<file path="config.mk">
export PLATFORM = sky130hd
export DESIGN_NAME = dti_fifo
export DESIGN_NICKNAME = d
export VERILOG_FILES = /design/src/hdl/dti_pkg.sv /design/src/hdl/dti_fifo.sv
export SDC_FILE = /design/constraint.sdc
export NUM_CORES = 1
export LEC_CHECK = 0
export ABC_CLOCK_PERIOD_IN_PS = 2600
export BUFFER_PORTS_ARGS = -buffer_cell sky130_fd_sc_hd__buf_2
export CAP_MARGIN = 20
export CORE_UTILIZATION = 51
export CTS_BUF_LIST = sky130_fd_sc_hd__clkbuf_16
export DETAILED_ROUTE_END_ITERATION = 12
export GPL_ROUTABILITY_DRIVEN = 0
export PLACE_DENSITY_LB_ADDON = 0.1
export SLEW_MARGIN = 20
export SYNTH_ARGS = -nofsm -noshare
export SYNTH_HDL_FRONTEND = slang
export SYNTH_SLANG_ARGS = --single-unit
</file>
<file path="constraint.sdc">
create_clock -name i_clk -period 2.6 [get_ports i_clk]
set_clock_uncertainty 0.1 [all_clocks]
set_input_delay 0.13 -clock i_clk [delete_from_list [all_inputs] [get_ports i_clk]]
set_output_delay 0.13 -clock i_clk [all_outputs]
set_load 0.1 [all_outputs]
</file>
<file path="src/hdl/dti_pkg.sv">
// Package for the decision tree classifier: sizes, codes and shared types.
package dti_pkg;

    // Table and buffer sizes
    localparam int MAX_NODES      = 256;
    localparam int MAX_FEATURES   = 16;
    localparam int MAX_CLASSES    = 16;
    localparam int MAX_WALK_DEPTH = 32;

    localparam int NODE_AW  = $clog2(MAX_NODES);
    localparam int FEAT_AW  = $clog2(MAX_FEATURES);
    localparam int CLASS_W  = $clog2(MAX_CLASSES);
    localparam int STEP_W   = $clog2(MAX_WALK_DEPTH + 1);
    localparam int CNT_W    = 5;
    localparam int CNT_MAX  = 31;
    localparam int VALUE_W  = 32;

    // Command queue between front and back
    localparam int FIFO_DEPTH = 4;
    localparam int FIFO_AW    = $clog2(FIFO_DEPTH);

    // Stream widths
    localparam int S_TDATA_W = 104;
    localparam int M_TDATA_W = 16;

    // Input beat kinds (tuser)
    localparam logic KIND_NODE    = 1'b0;
    localparam logic KIND_FEATURE = 1'b1;

    typedef enum logic [1:0] {
        STAT_OK       = 2'd0,
        STAT_NO_TREE  = 2'd1,
        STAT_MISMATCH = 2'd2,
        STAT_DEPTH    = 2'd3
    } t_status;

    typedef enum logic [1:0] {
        CMD_NODE_WR = 2'd0,
        CMD_WALK    = 2'd1,
        CMD_ERROR   = 2'd2
    } t_cmd_kind;

    // One node table entry
    typedef struct packed {
        logic                 is_leaf;
        logic [FEAT_AW-1:0]   feature;
        logic [VALUE_W-1:0]   threshold;
        logic [NODE_AW-1:0]   left;
        logic [NODE_AW-1:0]   right;
        logic [CLASS_W-1:0]   cls;
    } t_node;

    // Queue entry: node write, walk request or ready-made error result
    typedef struct packed {
        t_cmd_kind            kind;
        logic [NODE_AW-1:0]   addr;
        t_node                node;
        t_status              status;
    } t_cmd;

    // Back to front: feature lookup and walk completion
    typedef struct packed {
        logic                 walk_done;
        logic [FEAT_AW-1:0]   feat_idx;
    } t_back_stat;

    typedef enum logic [1:0] {
        ST_IDLE = 2'd0,
        ST_WALK = 2'd1,
        ST_OUT  = 2'd2
    } t_walk_state;

endpackage

</file>
<file path="src/hdl/dti_fifo.sv">
// Short command queue between the front and back of the classifier.
module dti_fifo (
    input  logic          i_clk,
    input  logic          i_rst_n,
    input  logic          i_push,
    input  dti_pkg::t_cmd i_data,
    input  logic          i_pop,
    output dti_pkg::t_cmd o_head,
    output logic          o_full,
    output logic          o_empty
);

    dti_pkg::t_cmd r_mem [dti_pkg::FIFO_DEPTH];
    logic [dti_pkg::FIFO_AW-1:0] r_wr_ptr, n_wr_ptr;
    logic [dti_pkg::FIFO_AW-1:0] r_rd_ptr, n_rd_ptr;
    logic [dti_pkg::FIFO_AW:0]   r_count,  n_count;

    // Pointer and fill count update
    always_comb begin
        n_wr_ptr = r_wr_ptr;
        n_rd_ptr = r_rd_ptr;
        n_count  = r_count;
        if (i_push) begin
            n_wr_ptr = r_wr_ptr + 1'b1;
        end
        if (i_pop) begin
            n_rd_ptr = r_rd_ptr + 1'b1;
        end
        case ({i_push, i_pop})
            2'b10:   n_count = r_count + 1'b1;
            2'b01:   n_count = r_count - 1'b1;
            default: n_count = r_count;
        endcase
    end

    always_ff @(posedge i_clk) begin
        if (!i_rst_n) begin
            r_wr_ptr <= '0;
            r_rd_ptr <= '0;
            r_count  <= '0;
        end else begin
            r_wr_ptr <= n_wr_ptr;
            r_rd_ptr <= n_rd_ptr;
            r_count  <= n_count;
        end
    end

    // Entry storage
    always_ff @(posedge i_clk) begin
        if (i_push) begin
            r_mem[r_wr_ptr] <= i_data;
        end
    end

    assign o_head  = r_mem[r_rd_ptr];
    assign o_full  = (r_count == (dti_pkg::FIFO_AW+1)'(dti_pkg::FIFO_DEPTH));
    assign o_empty = (r_count == '0);

    a_no_push_full: assert property (@(posedge i_clk) disable iff (!i_rst_n)
        i_push |-> !o_full) else $error("push into full queue");

    a_no_pop_empty: assert property (@(posedge i_clk) disable iff (!i_rst_n)
        i_pop |-> !o_empty) else $error("pop from empty queue");

endmodule

</file>
# After elaboration in Yosys (flattened, before gate mapping)
# Memories as Yosys holds them, arrays and structs flattened. A register that Yosys moved wholly into a read port is not among the register bits.
# Cells that the tools add are included.
[classes]
eq_ne = 3
addsub = 4
mux = 5
n_reduce_logical = 2
[op_table]
columns = ["operator", "count"]
rows = [
  ["one-hot mux 3 bit (2 select lines)", 1],
  ["adder 2 x 1 -> 2 bit, second input constant", 2],
  ["2-to-1 mux 2 bit", 2],
  ["adder 3 x 1 -> 3 bit, second input constant", 1],
  ["== test 3 bit, second input constant", 1],
  ["logical NOT 3 bit", 1],
  ["subtractor 3 x 1 -> 3 bit, second input constant", 1],
  ["== test 2 x 1 -> 1 bit, second input constant", 1],
  ["== test 2 bit, second input constant", 1],
  ["2-to-1 mux 1 bit", 2],
  ["nonzero test 2 bit", 1],
]
[totals]
ff_bits = 7
mem_bits_rw = 276
output_inout_bits = 71
memories = 1
word_cells = 18
input_bits = 73
[mem_list]
columns = ["memory", "words", "word_bits", "read_ports", "rd_clocked_by_memory_dff", "wr", "line_no", "text"]
rows = [
  ["r_mem", 4, 69, 1, 1, 1, "dti_fifo.sv:13", "dti_pkg::t_cmd r_mem [dti_pkg::FIFO_DEPTH];"],
]

# Logic depth before layout (Yosys ltp)
[logic_depth]
word_depth = 3
mapped_depth = 7

# Worst setup path after synthesis
# OpenSTA, ideal clock, no wires.
[synth_path]
path_kind = "reg-to-reg"
startpoint = "reg r_wr_ptr[0] (netlist name)"
endpoint = "mem r_mem[0][0] (netlist name) (enable)"
path_buffers = 0
setup_slack_ns = -0.092
t_required_ns = 2.066
stages_incl_launch_ff = 4
arrival_ns = 2.158
setup_time_ns = 0.434
path_cell_list = "dfxtp_1 inv_1 ha_1 and2_1"
[synth_rtl]
columns = ["item", "line_no", "text"]
rows = [
  ["start: declaration", "dti_fifo.sv:14", "logic [dti_pkg::FIFO_AW-1:0] r_wr_ptr, n_wr_ptr;"],
  ["start signal: assignment", "dti_fifo.sv:42", "r_wr_ptr <= n_wr_ptr;"],
  ["end: declaration", "dti_fifo.sv:13", ""],
]
# No word-level cell before the write port.

==> results.md <==
* CP Max Fanout at 29
* Max Root-Sink Buffers at 3
* Routed vias/inst at approximately 5.3
* Syn Nets at 486
* CP startpoint kind: register
* Hold slack at 0.261 ns
* Worst path arrival time at 2.13 ns
* WL/cell at 20.0 um
* Port Buffers at 143
* CP Data Required Time at 2.37 ns
* Cell accounting for the most synthesized area: edfxtp_1
* Share of layout cells above drive strength 1 at 0.410
* Seq cells post-synth at 285
* Highest achievable clock rate at 423 MHz
* Nature of the critical path endpoint: output port
* Number of fill cells in the layout at 1336
* Crit Path Category: reg2out
* Final WL at 18800 um
* Root Driver: clkbuf_16
* Initial antenna violation count at 1
* Static leakage at 0.00457 uW
* Die Y-Extent at 145 um
* Area of the mapped netlist at 10400 um^2
* Gate Count Post-Synth at 407
* Post-DP HPWL at 11400 um
* Count of final hold-check violations at 0
* Final period util at 0.909
* Max Slew Vio Count at 0
* Clock latency on the worst-skew pair at 0.52 ns
* Comb pwr share at 0.198
* First-pass GRT wire length at roughly 30000 um
* Setup total negative slack at 0 ns
* Status: finished, final reports clean
* Via count at 4953
* Vias in the first global route at 5606
* Final #Nets at 735
* Slew @ Worst Pin at 0.521 ns
* TritonRoute pass-1 iters at 4
* # DRC at 0
* Synthesized area per cell at 25.6 um^2
* Maxcap violations at 0
* Peak supply drop at 0.640 mV
* Die area at 21000 um^2
* Total grt overflow at 0
* Headroom to the max-slew limit at 0.655
* Total clock sinks at 285
* Routed Antenna Nets at 0
* GRT Overall Usage at 0.187
* Pint at 7990 uW
* Sw Pwr at 3340 uW
* Synth top area share at 0.796
* Top Ports at 144
* Area delta synth->final at 26.8%
* CTS tree: built
* Die W at 145 um
* Switch share at 0.294
* Largest net degree at the start of global routing at 30
* RSZ-0062 raised after global routing: no
* CTS Buf Count at 27
* Cell Pwr Density at between 800 and 900 nW/um^2
* Core Region at 19700 um^2
* Seq pwr share at 0.472
* H-tree levels at 1
* Yosys cell types at 22
* Seq/Total Area, Yosys at 0.813
* Core Rows at 51
* Worst hold path type: in2reg
* Initial Util at 0.528
* Min cycle time layout at 2.36 ns
* Warnings from Yosys at 0
* Clk slew on worst S/H paths at 0.06 ns
* Initial DRC count at ~140
* Main area contributors after synthesis: edfxtp_1 (80%), mux4_2 (15%), dfxtp_1 (1.7%)
* Clock Power Share at 0.330
* Setup violators final at 0
registers in the layout (all words and copies together), names as in the netlist, named ones only:
register	flops
r_count	3
r_mem	276
r_rd_ptr	2
r_wr_ptr	2
path summary, 6_finish.rpt:
check | endpoint | start | slack (ns) | cells past startpoint
worst max-delay path | o_head[1] | register | 0.24 | 3
worst min register to register | r_count[2] | r_count[2] | 0.45 | 2
worst max register to register | r_mem[0][17] | r_wr_ptr[0] | 0.84 | 4
worst min-delay path | r_mem[2][39] | i_data[39] | 0.26 | 2
cells in the mapped netlist:
master,count
buf_6,1
buf_12,2
edfxtp_1,276
clkbuf_1,5
nor3_1,1
dfxtp_1,9
mux4_2,69
xor2_1,3
mux2i_1,1
inv_1,6
nand2_1,2
a21boi_0,1
buf_4,5
buf_2,3
ha_1,5
o21ai_0,2
xnor2_1,2
and2_1,10
fa_1,1
or3_1,1
nor2b_1,1
and3_1,1
logic make-up after synthesis:
family / share of synthesized area
AOI/OAI and AO/OA: 0.00168
xor gates and xnor gates: 0.00421
adders and majority gates: 0.00793
buffers and inverters: 0.0139
DFF: 0.813
muxes: 0.150
and+or+nand+nor: 0.00901
through the flow:
stage | power [uW] | cell area [um^2] | utilization | std cells | worst slack (ns)
finish | 11300 | 13200 | 0.670 | 941 | 0.235
global route | 11700 | 13200 | 0.670 | 941 | 0.108
CTS | 11400 | 13200 | 0.669 | 938 | 0.0601
detailed placement | 7620 | 11600 | 0.589 | 817 | 0.619
global placement | 7580 | 11600 | 0.589 | 817 | 0.628
floorplan | 7200 | 10400 | - | 407 | 0.661
final cells by class:
type / count / area [um^2] / share of cell area
clock inverter: 21 / 168 / 0.0127
antenna: 1 / 2.50 / 0.000190
inverter: 6 / 22.5 / 0.00171
tap: 265 / 332 / 0.0251
timing repair buffer: 236 / 1710 / 0.129
clock buffer: 27 / 676 / 0.0512
sequential: 285 / 8480 / 0.642
multi-input combinational: 100 / 1820 / 0.138
power groups by stage:
stage	logic [uW]	clock network, uW	registers [uW]
2_1_floorplan	1790	0	5410
3_3_place_gp	2140	0	5440
5_1_grt	2340	3970	5360
4_1_cts	2250	3800	5360
6_report	2250	3740	5340
3_5_place_dp	2160	0	5460
cell usage in the layout (no fill, tap or decap), types with 3 or more instances in the layout:
cell	Yosys	routed
edfxtp_1	276	276
buf_2	3	143
dlygate4sd3_1	0	73
mux4_2	69	69
clkbuf_16	0	27
inv_1	6	11
buf_4	5	11
buf_12	2	9
clkinv_2	0	8
dfxtp_1	9	7
and2_1	10	6
ha_1	5	5
clkinv_1	0	5
and2_4	0	4
xor2_1	3	3
bufinv_16	0	3
critical path, stage by stage, from the launching register on:
cell and delay, ns:
dfxtp_4 0.64, buf_4 0.30, mux4_2 0.23, buf_2 0.43
metal layers:
metal  GRT usage  wire length (um)  vias up
met4      0.0574               425        0
met5           0                 0        -
met3      0.0355               941       30
met1       0.245              7840     2554
met2       0.320              9600      143
li1            -                 -     2226
timing repair:
action                                  in CTS  in global routing
buffers inserted                             0                  2
hold buffers                                73                  0
endpoints found under the hold margin      285                  0
endpoints found under the setup margin       0                  2
gates resized for setup                      0                  0
Power figures use the tool's default switching activity.
