File: config.mk
export PLATFORM = sky130hd
export DESIGN_NAME = dti_front
export DESIGN_NICKNAME = d
export VERILOG_FILES = /design/src/hdl/dti_pkg.sv /design/src/hdl/dti_front.sv
export SDC_FILE = /design/constraint.sdc
export NUM_CORES = 1
export LEC_CHECK = 0
export ABC_AREA = 0
export BUFFER_PORTS_ARGS = -buffer_cell sky130_fd_sc_hd__buf_2
export CORE_MARGIN = 2
export CORE_UTILIZATION = 25
export CTS_BUF_LIST = sky130_fd_sc_hd__clkbuf_8
export CTS_CLUSTER_SIZE = 12
export DETAILED_ROUTE_END_ITERATION = 16
export PLACE_DENSITY_LB_ADDON = 0.2
export REMOVE_ABC_BUFFERS = 1
export SLEW_MARGIN = 20
export SYNTH_ARGS = -nofsm -noshare
export SYNTH_HDL_FRONTEND = slang
export SYNTH_SLANG_ARGS = --single-unit
File: constraint.sdc
create_clock -name i_clk -period 5.1 [get_ports i_clk]
set_input_delay 0.51 -clock i_clk [delete_from_list [all_inputs] [get_ports i_clk]]
set_output_delay 0.51 -clock i_clk [all_outputs]
set_load 0.03 [all_outputs]
File: src/hdl/dti_pkg.sv
// Package for the decision tree classifier: sizes, codes and shared types.
package dti_pkg;

    // Table and buffer sizes
    localparam int MAX_NODES      = 256;
    localparam int MAX_FEATURES   = 16;
    localparam int MAX_CLASSES    = 16;
    localparam int MAX_WALK_DEPTH = 32;

    localparam int NODE_AW  = $clog2(MAX_NODES);
    localparam int FEAT_AW  = $clog2(MAX_FEATURES);
    localparam int CLASS_W  = $clog2(MAX_CLASSES);
    localparam int STEP_W   = $clog2(MAX_WALK_DEPTH + 1);
    localparam int CNT_W    = 5;
    localparam int CNT_MAX  = 31;
    localparam int VALUE_W  = 32;

    // Command queue between front and back
    localparam int FIFO_DEPTH = 4;
    localparam int FIFO_AW    = $clog2(FIFO_DEPTH);

    // Stream widths
    localparam int S_TDATA_W = 104;
    localparam int M_TDATA_W = 16;

    // Input beat kinds (tuser)
    localparam logic KIND_NODE    = 1'b0;
    localparam logic KIND_FEATURE = 1'b1;

    typedef enum logic [1:0] {
        STAT_OK       = 2'd0,
        STAT_NO_TREE  = 2'd1,
        STAT_MISMATCH = 2'd2,
        STAT_DEPTH    = 2'd3
    } t_status;

    typedef enum logic [1:0] {
        CMD_NODE_WR = 2'd0,
        CMD_WALK    = 2'd1,
        CMD_ERROR   = 2'd2
    } t_cmd_kind;

    // One node table entry
    typedef struct packed {
        logic                 is_leaf;
        logic [FEAT_AW-1:0]   feature;
        logic [VALUE_W-1:0]   threshold;
        logic [NODE_AW-1:0]   left;
        logic [NODE_AW-1:0]   right;
        logic [CLASS_W-1:0]   cls;
    } t_node;

    // Queue entry: node write, walk request or ready-made error result
    typedef struct packed {
        t_cmd_kind            kind;
        logic [NODE_AW-1:0]   addr;
        t_node                node;
        t_status              status;
    } t_cmd;

    // Back to front: feature lookup and walk completion
    typedef struct packed {
        logic                 walk_done;
        logic [FEAT_AW-1:0]   feat_idx;
    } t_back_stat;

    typedef enum logic [1:0] {
        ST_IDLE = 2'd0,
        ST_WALK = 2'd1,
        ST_OUT  = 2'd2
    } t_walk_state;

endpackage

File: src/hdl/dti_front.sv
// Front of the classifier: accepts beats, fills the feature buffer, checks errors.
module dti_front (
    input  logic                          i_clk,
    input  logic                          i_rst_n,
    input  logic                          i_cfg_we,
    input  logic [dti_pkg::CNT_W-1:0]     i_cfg_wdata,
    input  logic                          i_s_tvalid,
    output logic                          o_s_tready,
    input  logic [dti_pkg::S_TDATA_W-1:0] i_s_tdata,
    input  logic                          i_s_tlast,
    input  logic                          i_s_tuser,
    output logic                          o_push,
    output dti_pkg::t_cmd                 o_cmd,
    input  logic                          i_full,
    input  dti_pkg::t_back_stat           i_back,
    output logic [dti_pkg::VALUE_W-1:0]   o_feat_value
);

    logic [dti_pkg::CNT_W-1:0]   r_cfg;
    logic [dti_pkg::CNT_W-1:0]   r_feat_cnt, n_feat_cnt;
    logic                        r_loaded,   n_loaded;
    logic                        r_busy,     n_busy;
    logic [dti_pkg::VALUE_W-1:0] r_fbuf [dti_pkg::MAX_FEATURES];

    logic                        accept;
    logic [dti_pkg::CNT_W-1:0]   count_sat;
    logic [dti_pkg::VALUE_W-1:0] feat_value;
    dti_pkg::t_cmd               cmd;

    assign feat_value = i_s_tdata[96:65];
    assign o_s_tready = !i_full && !r_busy;
    assign accept     = i_s_tvalid && o_s_tready;
    assign count_sat  = (r_feat_cnt < dti_pkg::CNT_W'(dti_pkg::CNT_MAX))
                        ? r_feat_cnt + 1'b1 : r_feat_cnt;

    // Build the queue command for this beat
    always_comb begin
        cmd.kind           = dti_pkg::CMD_NODE_WR;
        cmd.addr           = i_s_tdata[7:0];
        cmd.node.is_leaf   = i_s_tdata[8];
        cmd.node.feature   = i_s_tdata[12:9];
        cmd.node.threshold = i_s_tdata[44:13];
        cmd.node.left      = i_s_tdata[52:45];
        cmd.node.right     = i_s_tdata[60:53];
        cmd.node.cls       = i_s_tdata[64:61];
        cmd.status         = dti_pkg::STAT_OK;
        if (i_s_tuser == dti_pkg::KIND_FEATURE) begin
            if (!r_loaded) begin
                cmd.kind   = dti_pkg::CMD_ERROR;
                cmd.status = dti_pkg::STAT_NO_TREE;
            end else if (count_sat != r_cfg) begin
                cmd.kind   = dti_pkg::CMD_ERROR;
                cmd.status = dti_pkg::STAT_MISMATCH;
            end else begin
                cmd.kind   = dti_pkg::CMD_WALK;
            end
        end
    end

    assign o_cmd  = cmd;
    assign o_push = accept && ((i_s_tuser == dti_pkg::KIND_NODE) || i_s_tlast);

    // Counter, tree-loaded flag and walk-busy flag
    always_comb begin
        n_feat_cnt = r_feat_cnt;
        n_loaded   = r_loaded;
        n_busy     = r_busy;
        if (i_back.walk_done) begin
            n_busy = 1'b0;
        end
        if (accept) begin
            if (i_s_tuser == dti_pkg::KIND_NODE) begin
                if (cmd.addr == '0) begin
                    n_loaded = 1'b1;
                end
            end else if (i_s_tlast) begin
                n_feat_cnt = '0;
                if (cmd.kind == dti_pkg::CMD_WALK) begin
                    n_busy = 1'b1;
                end
            end else begin
                n_feat_cnt = count_sat;
            end
        end
    end

    always_ff @(posedge i_clk) begin
        if (!i_rst_n) begin
            r_cfg      <= dti_pkg::CNT_W'(1);
            r_feat_cnt <= '0;
            r_loaded   <= 1'b0;
            r_busy     <= 1'b0;
        end else begin
            if (i_cfg_we) begin
                r_cfg <= i_cfg_wdata;
            end
            r_feat_cnt <= n_feat_cnt;
            r_loaded   <= n_loaded;
            r_busy     <= n_busy;
        end
    end

    // Feature buffer; values past its end are counted only
    always_ff @(posedge i_clk) begin
        if (accept && (i_s_tuser == dti_pkg::KIND_FEATURE)
            && (r_feat_cnt < dti_pkg::CNT_W'(dti_pkg::MAX_FEATURES))) begin
            r_fbuf[r_feat_cnt[dti_pkg::FEAT_AW-1:0]] <= feat_value;
        end
    end

    // Lookup for the walk: indexes at or past the configured count read zero
    assign o_feat_value = ({1'b0, i_back.feat_idx} >= r_cfg) ? '0 : r_fbuf[i_back.feat_idx];

    a_busy_stalls: assert property (@(posedge i_clk) disable iff (!i_rst_n)
        r_busy |-> !o_s_tready) else $error("beat accepted during walk");

endmodule

# Yosys cells after proc, flatten, opt, wreduce, memory -nomap -nowiden
# Memory sizes are Yosys's and may differ from the RTL's.
# Index checks and enable logic that the tools add are counted.
# Widths: inputs -> output; s select.
[word_totals]
register_bits = 12
ram_bits = 512
input_bits = 121
out_inout_bits = 103
word_cells = 39
mem_count = 1
[op_classes]
n_addsub = 1
magnitude_cmp = 3
eq_ne = 2
n_mux = 16
bitwise = 1
n_reduce_logical = 11
[memory_table]
columns = ["memory", "depth", "width", "read_ports", "rd_ports_with_merged_regs", "wr", "line", "source"]
rows = [
  ["r_fbuf", 16, 32, 1, 0, 1, "dti_front.sv:23", "logic [dti_pkg::VALUE_W-1:0] r_fbuf [dti_pkg::MAX_FEATURES];"],
]
[ops]
columns = ["operator", "n"]
rows = [
  ["$mux 32", 1],
  ["$mux 2", 6],
  ["$lt 5x5->1 const B", 2],
  ["$mux 5", 2],
  ["$logic_not 8->1", 1],
  ["$mux 1", 7],
  ["$add 5x1->5 const B", 1],
  ["$ge 4x5->1", 1],
  ["$logic_and 1x1->1", 5],
  ["$ne 5x5->1", 1],
  ["$reduce_and 3->1", 1],
  ["$eq 2x1->1 const B", 1],
  ["$logic_not 1->1", 2],
  ["$reduce_and 2->1", 1],
  ["$logic_or 1x1->1", 1],
  ["$not 1->1", 1],
]

# Longest topological paths before layout
# Gate-level depths: netlist of run 1.
[depth]
word_depth = 11
depth_mapped = 10
ltp_nobuf = 7

# Worst setup path before layout of run 1
# OpenSTA, ideal clock, no wires.
[synth_path]
path_type = "input port to flip-flop"
from = "input i_full"
to = "memory r_fbuf[0][0] (netlist name), enable pin"
setup_time_ps = 461
arrival_ps = 3951
t_required_ps = 4639
path_slack_ps = 688
stages = 5
n_path_buf = 0
cell_sequence = "nor2_1 nand3_1 nor2_1 nand2_1 nor3_1"
[synth_via]
elab_chain_len = 7
[synth_lines]
columns = ["item", "line", "source"]
rows = [
  ["from (decl)", "dti_front.sv:14", "input logic i_full,"],
  ["$logic_not 1->1", "dti_front.sv:31", "assign o_s_tready = !i_full && !r_busy;"],
  ["$logic_and 1x1->1", "dti_front.sv:31", ""],
  ["$logic_and 1x1->1", "dti_front.sv:32", "assign accept = i_s_tvalid && o_s_tready;"],
  ["$logic_and 1x1->1", "dti_front.sv:105", "if (accept && (i_s_tuser == dti_pkg::KIND_FEATURE)"],
  ["$logic_and 1x1->1", "dti_front.sv:106", "&& (r_feat_cnt < dti_pkg::CNT_W'(dti_pkg::MAX_FEATURES))) begin"],
  ["$mux 1", "dti_front.sv:105", ""],
  ["$mux 1 (implied by the code)", "dti_front.sv:107", "r_fbuf[r_feat_cnt[dti_pkg::FEAT_AW-1:0]] <= feat_value;"],
  ["to (decl)", "dti_front.sv:23", ""],
]
# No other way between the ends.

# Worst setup path after layout of run 1
[layout_path]
from = "register r_cfg[0] (netlist name)"
to = "output o_feat_value[25] (netlist name)"
[layout_via]
elab_chain_len = 2
[layout_lines]
columns = ["item", "line", "source"]
rows = [
  ["from (decl)", "dti_front.sv:19", "logic [dti_pkg::CNT_W-1:0] r_cfg;"],
  ["from (signal assigned)", "dti_front.sv:89", "r_cfg <= dti_pkg::CNT_W'(1);"],
  ["from (signal assigned)", "dti_front.sv:95", "r_cfg <= i_cfg_wdata;"],
  ["$ge 4x5->1", "dti_front.sv:112", "assign o_feat_value = ({1'b0, i_back.feat_idx} >= r_cfg) ? '0 : r_fbuf[i_back.feat_idx];"],
  ["$mux 32", "dti_front.sv:112", ""],
  ["to (decl)", "dti_front.sv:16", "output logic [dti_pkg::VALUE_W-1:0] o_feat_value"],
]
# No other way between the ends.

==> out/metrics.cfg, run 1 <==
[placed_design]
dp_slack_ns=1.52
io_buffers=102
dp_hpwl_mm=31.1
gp_congestion=0.688

[layout]
nFillCells=8045
seqCellArea_sq_um=15600
drive_gt1_share_pct=36.7
nNetsFinal=1186
multi_input_area_sq_um=4620
final_cell_mix=edfxtp_1, mux4_2, buf_2
mostFrequentLayoutCell=edfxtp_1
area_growth_pct=14.9

[detailed_routing]
routed_wl_mm=56.9
dr.first_iter.drc_count=660
postRouteAntennaNets=0
remaining_drc_errors=0
drtPass1Iterations=4
via_count=9938
via_per_inst=4.53
wl_per_cell_um=25.9

[power_and_ir_drop]
p_int_mw=6.69
pwr-share-comb_pct=6.1
power.density_nw_per_um2=362
clkPwrFrac_pct=39.4
ir_drop_uv=184
swShare_pct=23.0
p_seq_share_pct=54.6
power.switching_mw=2.00
power.leakage_nw=7.62

[synth]
yosysUniqueCellTypes=37
yosys.area.top_type=edfxtp_1
synthFlopType=edfxtp_1
synth_edf_count=512
synth-seq-cells=524
synth_area_leaders=edfxtp_1, mux4_2, buf_4
async_reset_ff_share_pct=0
syn_area_sq_um=20900
avgSynthCellArea_sq_um=22.2
yosys_warnings=0
synth_top_area_share_pct=73.6
ys_seq_area_share_pct=74.8
synthCells=942

[sta]
finalSetupTns_ns=0
fin_worst_skew_ns=0.0257
worst_pin_slew_ns=1.01
setup_slack_ns=1.32
hold_violations=0
rsz0062_at_grt=no
timing.slew.headroom_pct=32.4
setup_viol=0
drv_slew=0
layout_min_cycle_time_ns=3.78
period_share_pct=74.2
fmax_ghz=0.264

[setup_path]
required_ns=4.59
path_common_cell=a21o_1
worstSetupStartpointType=flop
path_cells=ha_1, nand2b_1, a21o_1, a21o_1, a21o_2, a21boi_0, buf_2
cpPeakStageDelay_ns=0.58
arrival_ns=3.27
cp_slowest_cell=a21boi_0
worst-setup-path-type=flop to primary output
worstPathMaxFanout=32
critPathCaptureType=primary output

[run_status]
outcome=completed

[global_route]
grtUsageTotal_pct=13.3
grt_max_degree=63
grt_remaining_overflow=0
grt_first_pass_wirelength_mm=80.9
antenna_found_initial=8
grt_pass1_vias=10827

[die]
num_rows=105
die_h_um=293
die_w_um=293
core_sq_um=82400
dieArea_sq_um=85800
pin_count=224
start_util_pct=25.3

[clock_network]
holdBufCountCts=0
cts_tree=done
clk_path_buf_depth=3
clk_latency_ns=0.68
clock_sinks=524
htreeDepth=3
cts-root-buf=clkbuf_8
numCtsBuffers=92
cts_setup_buffers=0
postCtsResizedCells=0
clk_pin_slew_ns=0.05

[flow_run]
cap_violations=0

[hold_path]
hold_class=input pin to flop

==> sequential cells by signal, summed over array words and instances (netlist names) <==
signal	cells
r_busy	1
r_loaded	1
r_feat_cnt	5
r_cfg	5
r_fbuf	512
==> routing by layer <==
layer | part of all wire (%) | global-route usage (%)
met5 | 0.24 | 1.36
met4 | 1.9 | 3.19
met2 | 46 | 20.4
met1 | 46 | 18.2
met3 | 6.2 | 4.44
==> cell usage after synthesis (2+ instances only) <==
library cell  number
a21boi_0          25
a21boi_1           9
a21o_1             4
a21oi_1            9
a31oi_1            2
and2_1             3
and3_1             2
and4_1             2
buf_1              3
buf_2              7
buf_4             76
clkbuf_1          24
dfxtp_1           12
edfxtp_1         512
ha_1               8
inv_1              8
mux2i_1            5
mux4_2           160
nand2_1           11
nand2b_1           3
nand3_1            2
nand4_1            3
nor2_1            20
nor2b_1            8
nor3_1             5
nor4_1             2
o21ai_0            5
or3_1              2
xnor2_1            2
==> metrics by stage <==
stage	cells	power [mW]	util [%]	hold WS [ns]	instance area (sq um)
6_report	2193	8.69	29.1	0.0848	24000
5_1_grt	2192	9.07	29.1	0.0656	24000
3_5_place_dp	2033	5.37	27.2	0.511	22400
4_1_cts	2191	8.86	29.1	0.0134	24000
3_3_place_gp	2033	5.37	27.2	0.490	22400
2_1_floorplan	831	5.09	-	0.457	20200
==> worst max-delay path: cells and delay by family, from the launching register on <==
| kind | cells | cell delay (ns) |
|---|---|---|
| AO/OA/AOI/OAI | 4 | 1.45 |
| buffers and inverters | 1 | 0.31 |
| AND/OR/NAND/NOR | 1 | 0.14 |
| flip-flops | 1 | 0.45 |
| adder cells (fa/ha/maj) | 1 | 0.28 |
==> final timing paths <==
path | startpoint | to | cells after the start | slack [ns]
setup / recovery | r_cfg[0] | o_feat_value[25] | 7 | 1.32
hold / removal | i_cfg_wdata[0] | r_cfg[0] | 3 | 0.08
setup reg to reg | r_busy | r_fbuf[14][23] | 6 | 2.09
hold reg to reg | r_busy | r_busy | 2 | 0.51
==> kinds of logic (layout without fill, tap and decap cells) <==
group           Yosys count  after routing  synth area share [%]
fa+ha+maj                 8              8                 0.479
compound gates           60             60                  2.04
simple gates             64             64                  1.53
flops                   524            524                  74.8
mux                     165            165                  17.5
other cells               0              2                     0
xor+xnor                  2              2                0.0839
buf+inv                 119            298                  3.58
==> power by group through the flow <==
stage                     clock network, mW  logic [mW]  registers [mW]
after floorplan                           0       0.263            4.83
after global placement                    0       0.540            4.83
after detailed placement                  0       0.543            4.83
after CTS                              3.57       0.545            4.74
after global routing                   3.76       0.570            4.74
final                                  3.42       0.527            4.74
==> final cells by class <==
cell class	instances	share of cell area (%)
well taps	1070	5.58
inverters	8	0.125
multi-input cells	299	19.3
clock buffers	94	5.39
clock inverters	64	1.27
diodes	2	0.0209
flip-flops and latches	524	65.1
repair buffers	132	3.24
Note: power is estimated with default switching activity, not from simulation.
==> inputs of run 2 (changes only) <==
Clock period 5.1 ns to 3.6 ns, I/O delays scaled along.
==> out/metrics.cfg, run 2 (synthesized netlist as in run 1, its figures left out) <==
[setup_path]
cpPeakStageDelay_ns=0.46
regToRegSetupSlack_ns=0.94
worstPathMaxFanout=17
required_ns=3.24
rr_startpoint=r_busy
reg2reg_to=r_fbuf[10][5]
worst-setup-path-type=flop to primary output
cp_slowest_cell=dfxtp_2
r2r_cells=6
critPathCaptureType=primary output
worstSetupStartpointType=flop
path_common_cell=a21o_1
arrival_ns=2.97
path_cells=ha_1, nand2b_1, a21o_1, a21o_1, a21o_4, a21boi_1, buf_2

[sta]
fmax_ghz=0.300
layout_min_cycle_time_ns=3.33
timing.slew.headroom_pct=49.6
setup_viol=0
fin_worst_skew_ns=0.0327
period_share_pct=92.5
drv_slew=0
rsz0062_at_grt=no
hold_violations=0
worst_pin_slew_ns=0.756

[die]
die_w_um=293
pin_count=224
die_h_um=293
num_rows=105
core_sq_um=82400
dieArea_sq_um=85800
start_util_pct=25.3

[clock_network]
cts_setup_buffers=0
cts_tree=done
clk_pin_slew_ns=0.06
cts-root-buf=clkbuf_8
htreeDepth=3
clk_latency_ns=0.69
clock_sinks=524
numCtsBuffers=92
clk_path_buf_depth=3

[run_status]
outcome=completed

[layout]
nFillCells=7992
final_cell_mix=edfxtp_1, mux4_2, buf_2
post-route-util_pct=29.8
drive_gt1_share_pct=36.5
area_growth_pct=17.4
largest_reg_flops=512
multi_input_area_sq_um=4630
mostFrequentLayoutCell=edfxtp_1
seqCellArea_sq_um=15600
nNetsFinal=1214

[detailed_routing]
dr.first_iter.drc_count=628
drtPass1Iterations=7
remaining_drc_errors=0
via_per_inst=4.46
wl_per_cell_um=25.1
via_count=9917
postRouteAntennaNets=0
routed_wl_mm=55.9

[hold_path]
holdCritStartpoint=i_s_tdata[6]
hold-path-cell-count=4
min_to=r_loaded
hold_class=input pin to flop

[global_route]
grtUsageTotal_pct=13.1
grt_remaining_overflow=0
grt_pass1_vias=10810
grt_first_pass_wirelength_mm=79.9
grt_max_degree=87
antenna_found_initial=7

[power_and_ir_drop]
power.density_nw_per_um2=503
power.leakage_nw=7.81
ir_drop_uv=224
p_total_mw=12.3

[placed_design]
io_buffers=102
dp_hpwl_mm=30.1
gp_congestion=0.692

[flow_run]
cap_violations=0

==> run 2: how the worst max path moves through the flow <==
stage	start	endpoint	slack, ns
6_report	r_cfg[0]	o_feat_value[2]	0.27
5_1_grt	r_feat_cnt[2]	o_cmd[68]	0.06
4_1_cts	r_cfg[1]	o_feat_value[22]	0.04
3_5_place_dp	i_back[0]	o_feat_value[7]	0.42
3_3_place_gp	i_back[0]	o_feat_value[7]	0.43
2_1_floorplan	i_full	r_fbuf[0][0]	-0.66
==> run 2: routing by layer <==
metal / routed length [um] / vias up / track usage, %
li1: - / 4189 / -
met1: 25300 / 5286 / 17.7
met2: 25600 / 354 / 19.9
met3: 3960 / 78 / 4.57
met4: 928 / 10 / 3.41
met5: 154 / - / 1.25
==> run 2: where the power goes <==
group          leakage, nW  switching [mW]  total (mW)  internal [mW]
logic                 2.16           0.467       0.786          0.319
clock network        0.950            2.39        4.83           2.45
registers             4.70          0.0107        6.72           6.71
total                 7.81            2.86        12.3           9.48
==> run 2: final cells by class <==
class                           count  share of cell area [%]
Tap cell                         1070                    5.46
Multi-Input combinational cell    299                    18.9
Sequential cell                   524                    63.7
Antenna cell                        3                  0.0306
Inverter                            8                   0.122
Clock buffer                       95                    5.33
Clock inverter                     66                    1.22
Timing Repair Buffer              160                    5.29
==> run 2: repair_timing <==
item / CTS / global route
resized for setup: 2 / 1
endpoints found under the hold margin: 196 / 0
setup endpoints to repair: 5 / 4
hold buffers: 28 / 0
==> run 2: metrics by stage <==
stage,cell area [sq um],setup WS [ns],TNS [ns],hold slack [ns],instances
after floorplan,20200,-0.662,-84.01,0.422,831
after global placement,22600,0.432,0,0.481,2033
after detailed placement,22600,0.423,0,0.506,2033
after CTS,24500,0.0390,0,0.000323,2222
after global routing,24500,0.0560,0,0.00356,2223
final,24500,0.268,0,0.0749,2225
==> run 2: critical path: cells and delay by family (launching register included) <==
kind	cells	cell delay (ns)
compound gates	4	1.13
flops	1	0.46
buf+inv	1	0.29
fa+ha+maj	1	0.27
simple gates	1	0.14
